## config.mk

```make
export PLATFORM = sky130hd
export DESIGN_NAME = pngc_queue
export DESIGN_NICKNAME = d
export VERILOG_FILES = /design/src/hdl/pngc_pkg.sv /design/src/hdl/pngc_queue.sv
export SDC_FILE = /design/constraint.sdc
export NUM_CORES = 1
export LEC_CHECK = 0
export ABC_AREA = 1
export BUFFER_PORTS_ARGS = -buffer_cell sky130_fd_sc_hd__clkbuf_2
export CAP_MARGIN = 20
export CELL_PAD_IN_SITES_DETAIL_PLACEMENT = 1
export CELL_PAD_IN_SITES_GLOBAL_PLACEMENT = 1
export CORE_ASPECT_RATIO = 0.6
export CORE_MARGIN = 5
export CORE_UTILIZATION = 30
export DETAILED_ROUTE_END_ITERATION = 8
export PLACE_DENSITY_LB_ADDON = 0.12
export SYNTH_ARGS = -nofsm -noshare
export SYNTH_HDL_FRONTEND = slang
export SYNTH_SLANG_ARGS = --single-unit
```

## constraint.sdc

```tcl
create_clock -name clock -period 3.4 [get_ports clock]
set_input_delay 0.17 -clock clock [delete_from_list [all_inputs] [get_ports clock]]
set_output_delay 0.17 -clock clock [all_outputs]
set_load 0.02 [all_outputs]
```

## src/hdl/pngc_pkg.sv

```systemverilog
// ----------------------------------------------------------------------------
// pngc_pkg
// Shared types, codes and helper functions of the pixel format converter.
// ----------------------------------------------------------------------------
`default_nettype none
package pngc_pkg;

   localparam int PALETTE_ENTRIES_DEFAULT = 256;

   localparam logic [2:0] CT_GRAY  = 3'd0;
   localparam logic [2:0] CT_RGB   = 3'd2;
   localparam logic [2:0] CT_INDEX = 3'd3;
   localparam logic [2:0] CT_GA    = 3'd4;
   localparam logic [2:0] CT_RGBA  = 3'd6;

   localparam logic [2:0] REG_SRC_TYPE  = 3'd0;
   localparam logic [2:0] REG_SRC_DEPTH = 3'd1;
   localparam logic [2:0] REG_DST_TYPE  = 3'd2;
   localparam logic [2:0] REG_DST_DEPTH = 3'd3;
   localparam logic [2:0] REG_PAL_COUNT = 3'd4;
   localparam logic [2:0] REG_ALP_COUNT = 3'd5;

   localparam logic [17:0] GRAY_THRESHOLD = 18'h18000;
   localparam logic [9:0]  SCORE_INIT     = 10'd1023;

   typedef struct packed {
      logic        mode;
      logic [63:0] sample_in;
      logic [7:0]  entry_index;
      logic [7:0]  entry_red;
      logic [7:0]  entry_green;
      logic [7:0]  entry_blue;
      logic [7:0]  entry_alpha;
   } req_type;

   typedef struct packed {
      logic [63:0] sample_out;
      logic        bad_format;
   } rsp_type;

   // Classified conversion job handed from the front part to the back part.
   typedef struct packed {
      logic        bad;
      logic [15:0] r;
      logic [15:0] g;
      logic [15:0] b;
      logic [15:0] a;
   } job_type;

   function automatic logic pair_ok(input logic [2:0] t, input logic [4:0] d);
      logic wide;
      logic narrow;
      begin
         wide   = (d == 5'd8) || (d == 5'd16);
         narrow = (d == 5'd1) || (d == 5'd2) || (d == 5'd4) || (d == 5'd8);
         case (t)
            CT_GRAY:  pair_ok = narrow || (d == 5'd16);
            CT_INDEX: pair_ok = narrow;
            CT_RGB, CT_GA, CT_RGBA: pair_ok = wide;
            default:  pair_ok = 1'b0;
         endcase
      end
   endfunction

   function automatic logic [15:0] rep8(input logic [7:0] v);
      rep8 = {v, v};
   endfunction

   function automatic logic [7:0] absdiff(input logic [7:0] x, input logic [7:0] y);
      absdiff = (x > y) ? (x - y) : (y - x);
   endfunction

endpackage
`default_nettype wire

```

## src/hdl/pngc_queue.sv

```systemverilog
// ----------------------------------------------------------------------------
// pngc_queue
// Two-entry queue that decouples the front part from the back part.
// ----------------------------------------------------------------------------
`default_nettype none
module pngc_queue (
   input  wire logic              clock,
   input  wire logic              reset,
   input  wire logic              in_valid,
   output logic                   in_ready,
   input  wire pngc_pkg::job_type in_data,
   output logic                   out_valid,
   input  wire logic              out_ready,
   output pngc_pkg::job_type      out_data
);
   pngc_pkg::job_type slot_ff [2];
   logic       wp_ff, rp_ff;
   logic [1:0] cnt_ff;
   logic       push, pop;

   assign in_ready  = (cnt_ff != 2'd2);
   assign out_valid = (cnt_ff != 2'd0);
   assign out_data  = slot_ff[rp_ff];
   assign push = in_valid && in_ready;
   assign pop  = out_valid && out_ready;

   always_ff @(posedge clock) begin
      if (push) slot_ff[wp_ff] <= in_data;
      if (reset) begin
         wp_ff <= 1'b0; rp_ff <= 1'b0; cnt_ff <= 2'd0;
      end else begin
         if (push) wp_ff <= !wp_ff;
         if (pop)  rp_ff <= !rp_ff;
         cnt_ff <= cnt_ff + {1'b0, push} - {1'b0, pop};
      end
   end
endmodule
`default_nettype wire

```

* After elaboration in Yosys (flattened, before gate mapping)
Memory sizes are Yosys's and may differ from the RTL's. A register that Yosys moved wholly into a read port is not among the register bits. Index checks and enable logic that the tools add are counted.
Storage, ports and cells: register bits after elaboration 4, bits in writable memories 130, memories 1
Memory list:
- slot_ff | depth 2, bits a word 65, rd ports 1, clocked after memory_dff 1, wr ports 1, RTL line pngc_queue.sv:16 | pngc_pkg::job_type slot_ff [2];
Cells by class: add/subtract/negate cells 2, equality and inequality tests 1, mux-type cells 4, reductions and logical operators 5
Operators with widths (count):
- 2-to-1 mux 1 bit | 4
- adder 2 x 1 -> 2 bit | 1
- logical AND 1 bit | 2
- logical NOT 1 bit | 2
- != test 2 bit (second input constant) | 1
- nonzero test 2 bit | 1
- subtractor 2 x 1 -> 2 bit | 1

* Longest topological paths before layout
word-level depth 4, mapped depth 11

* Worst setup path before layout
OpenSTA, ideal clock, no wires.
path kind register -> register, from register cnt_ff[0], to memory slot_ff[1][0] in the netlist's numbering (enable), setup time 0.490 ns, arrival 3.462 ns, data required time 2.910 ns, setup slack -0.552 ns, stages on the path, launching flop included 5, path buffers 0, period minus slack after synthesis 3.952 ns, path through dfxtp_1 > inv_1 > nand2_1 > nand2_2 > nor2_1
On the way: word-level cells in the longest chain between the ends 4
RTL lines:
- start, declared | RTL line pngc_queue.sv:18 | logic [1:0] cnt_ff;
- start signal, assigned | RTL line pngc_queue.sv:34 | cnt_ff <= cnt_ff + {1'b0, push} - {1'b0, pop};
- != test 2 bit | RTL line pngc_queue.sv:21 | assign in_ready = (cnt_ff != 2'd2);
- net in_ready | RTL line pngc_queue.sv:10 | output logic in_ready,
- logical AND 1 bit | RTL line pngc_queue.sv:24 | assign push = in_valid && in_ready;
- 2-to-1 mux 1 bit | RTL line pngc_queue.sv:28 | if (push) slot_ff[wp_ff] <= in_data;
- 2-to-1 mux 1 bit (implied by the code) | RTL line pngc_queue.sv:28
- end, declared | RTL line pngc_queue.sv:16
The timed path passes the listed nets, and every way through them passes these cells.

==> results by stage <==
Routing:
- Wires add up to about 11000 um.
- Dividing the detail-routed wire length by the instance count gives between 15 and 20 um.
- Dividing the detail-routed via count by the number of cells gives between 4 and 5.
- The count of routing violations after the opening detailed-route iteration is 96.
- The via count is approximately 2900.
- The count of unresolved DRC violations after routing is 0.
- Before antenna repair, the detailed router went through 4 iterations.
- The count of nets left with antenna violations once routing finished came out at 0.

Global route:
- The number of antenna violations at the first check in global routing is 0.
- After global routing the overflow that remains totals 0.
- The via count of the first global-routing pass was 3221.
- The global-route wire length before repair is 17300 um.
- The global-route usage over all layers is a little under an eighth.
- Entering global routing, the biggest net connects 38 pins.

Finish:
- The fraction of final layout cells with drive strength greater than 1 is between 50 and 60%.
- From synthesis to final layout, the design area changed by 42.72%.
- After the last flow step, the layout net total stands at approximately 530.
- The final core area utilization is a little over two fifths.
- The repair_antennas step left the layout with diodes totalling 0.
- The most common cell after layout, fill and taps aside is sky130_fd_sc_hd__clkbuf_2.
- The top cell types in the final layout, fill and taps aside, are sky130_fd_sc_hd__clkbuf_2 (135), sky130_fd_sc_hd__edfxtp_1 (130), sky130_fd_sc_hd__dlygate4sd3_1 (65).
- Fill cells in the final layout number 1710.

Critical path:
- At the worst endpoint, the required time is around 3.2 ns.
- The category of the critical setup timing path is reg2out.
- For the worst setup path, the data arrival time is 2.04 ns.
- The maximum fanout along the worst path is 37.
- The worst setup path is captured at an output port.
- The origin of the critical flop-to-flop path is cnt_ff[0]$_SDFF_PP0_.
- The capture instance of the worst register-to-register path is slot_ff[0][34]$_DFFE_PP_.
- The startpoint class of the critical path is a flop.
- The length in cells of the worst reg-to-reg path is 5.
- For flop-to-flop paths, the worst setup slack is ~1.8 ns.

Floorplan:
- The number of primary I/O pins is 136.
- The vertical extent of the die is roughly 110 um.
- The starting utilization of the core area is a little under a third.
- The horizontal die dimension is between 150 and 200 um.
- The number of standard-cell rows in the floorplan is 37.
- The core outline area is approximately 17000 um^2.
- The full die area is roughly 20000 um^2.

Synthesis:
- The sequential element share of the synthesized area is 77.99%.
- After synthesis the cells add up to between 5000 and 6000 um^2.
- After synthesis, the netlist uses 15 different library cells.
- The dominant synthesized flop cell is sky130_fd_sc_hd__edfxtp_1.
- The post-synthesis cell type with the largest combined area is sky130_fd_sc_hd__edfxtp_1.
- Of all flip-flops after synthesis, the portion carrying an async set or reset was 0%.
- Ranked by total cell area, the synthesized netlist is headed by sky130_fd_sc_hd__edfxtp_1 (76%), sky130_fd_sc_hd__mux2_4 (15%), sky130_fd_sc_hd__mux2_2 (3.3%).
- The gate count of the mapped netlist is ~240.
- The share of the synthesized area in the top cell type is between 70% and 80%.
- The yosys synthesis warning count is 0.
- In this run the mean area of a mapped cell was approximately 22 um^2.
- The post-synthesis sequential element count is about 140.
- The number of nets handed over by synthesis was just over 300.
- The count of flip-flops with a built-in enable after synthesis is 130.

Power and ir drop:
- The leakage power is roughly 0.0029 uW.
- In this run, the clock network consumes 31.5% of the power.
- The power dissipated by switching net loads is 1631 uW.
- The internal power of the cells is 3771 uW.
- Dividing total power by cell area gives a power density of between 700 and 800 nW/um^2.
- The net switching fraction of the power is around 30%.
- The sequential power share is roughly two fifths.
- Across the VDD grid, the largest voltage drop is between 0.0003 and 0.0004 V.
- The combinational share of power is a little over a quarter.

Min path:
- For hold timing, the worst endpoint is slot_ff[1][8]$_DFFE_PP_.
- The worst hold-check path type is in2reg.
- In this run the most critical hold path is launched from in_data[8].
- The worst hold path cell count is 1.

Timing:
- The routed design could run at a clock period as short as between 2 and 2.5 ns.
- The number of max-slew violations in the final report came to 0.
- The relative max-transition margin is 55.02%.
- At the pin with the least slew margin, the transition time is 0.6747 ns.
- The number of endpoints with negative hold slack in the final report came to 0.
- Setup total negative slack on the finished layout was measured at 0 ns.
- The final setup violation count is 0.
- Setup repair after global routing left no endpoint under its margin.
- Derived from the worst setup path, the maximum achievable clock frequency is between 0.4 and 0.5 GHz.
- The portion of the clock cycle consumed by the worst path in the final layout is roughly 65%.
- For the final database, setup skew stands at roughly 0.010 ns.

Placement:
- The count of buffers inserted at the top-level ports is around 140.
- The congestion estimate from routability-driven global placement came to slightly above 0.7.
- Detailed placement ended at an HPWL of around 7400 um.

Clocking:
- In this run the deepest clock path goes through 2 buffers.
- The clock transition at the registers of the reported paths is around 0.050 ns.
- For this design, the sink count on the clock tree is approximately 140.
- The number of H-tree levels is 4.
- The later pin in the worst-skew pair is clocked with a latency of 0.41 ns.
- TritonCTS created 17 clock buffers.
- The TritonCTS clock tree is built.
- Clock tree synthesis selected as its root buffer the cell sky130_fd_sc_hd__clkbuf_16.

Run status:
- The flow ran to the end, and the final reports show no timing, DRC or antenna violations.

Run:
- The max capacitance violation total is 0.
==> power by group through the flow <==
stage                     Sequential [uW]  Clock (uW)  Combinational, uW
after global routing                 2280        1840               1570
after floorplan                      2200           0               1050
after global placement               2270           0               1420
after CTS                            2260        1760               1490
after detailed placement             2290           0               1430
final                                2250        1700               1450
==> synthesized netlist by cell type, types with 2 or more instances <==
master                       n
sky130_fd_sc_hd__mux2_2     15
sky130_fd_sc_hd__nor2_1      9
sky130_fd_sc_hd__mux2_4     50
sky130_fd_sc_hd__a21oi_1     2
sky130_fd_sc_hd__dfxtp_1     5
sky130_fd_sc_hd__buf_6       6
sky130_fd_sc_hd__edfxtp_1  130
sky130_fd_sc_hd__inv_1       8
sky130_fd_sc_hd__nand2_1     7
==> worst max-delay path: stages, from the launching register on <==
cell	delay, ns
sky130_fd_sc_hd__dfxtp_4	0.79
sky130_fd_sc_hd__buf_12	0.33
sky130_fd_sc_hd__mux2_2	0.36
sky130_fd_sc_hd__clkbuf_2	0.15
==> cell families (layout without fill, tap and decap cells) <==
kind of cell	after synthesis	count (layout)	share of synthesized area, %
compound gates	2	2	0.1950
xor+xnor	1	1	0.1706
fa+ha+maj	1	1	0.2437
buf+inv	15	244	1.998
flops	135	135	77.99
mux	65	65	17.91
simple gates	19	19	1.487
==> area by class of cell <==
cell class                 count  area [um^2]  area share [%]
timing repair buffer         205         1401           19.13
tap                          234        292.8           3.996
multi-input combinational     88         1042           14.22
clock buffer                  17        425.4           5.806
clock inverter                14        127.6           1.742
sequential                   135         4008           54.70
inverter                       8        30.03          0.4098
==> worst max-delay path by stage <==
stage,endpoint,depth (start not counted),slack (ns),from
after CTS,out_data[2],3,1.11,flop
final,out_data[2],3,1.19,flop
after detailed placement,out_data[0],3,1.55,flop
after floorplan,slot_ff[1][0]$_DFFE_PP_,4,0.54,cnt_ff[0]$_SDFF_PP0_
after global routing,out_data[0],3,1.05,flop
after global placement,out_data[2],3,1.54,flop
==> registers in the layout, indices dropped and copies added, names as in the netlist, named ones only <==
signal,count
slot_ff,130
rp_ff,1
cnt_ff,2
wp_ff,1
==> what timing repair did <==
action / in CTS / in global routing
hold buffers: 65 / 0
hold endpoints to repair: 130 / 0
setup endpoints to repair: 0 / 0
buffers inserted: 0 / 0
gates resized for setup: 0 / 0
==> stage by stage <==
| stage | worst slack, ns | area, um^2 | power, uW | instances | hold slack, ns |
|---|---|---|---|---|---|
| 4_1_cts | 1.106 | 7327 | 5503 | 701 | 0.002353 |
| 5_1_grt | 1.049 | 7327 | 5685 | 701 | 0.003521 |
| 2_1_floorplan | 0.5436 | 5139 | 3248 | 238 | 0.2412 |
| 6_report | 1.186 | 7327 | 5402 | 701 | 0.02733 |
| 3_3_place_gp | 1.540 | 6123 | 3691 | 605 | 0.3593 |
| 3_5_place_dp | 1.546 | 6123 | 3714 | 605 | 0.3632 |
==> layer usage <==
| layer | GRT usage (%) | routed length, um |
|---|---|---|
| met1 | 15.27 | 5211 |
| met2 | 17.12 | 4867 |
| met5 | 0 | 0 |
| met4 | 3.066 | 67 |
| met3 | 5.215 | 963 |
Note: power is estimated with default switching activity, not from simulation.
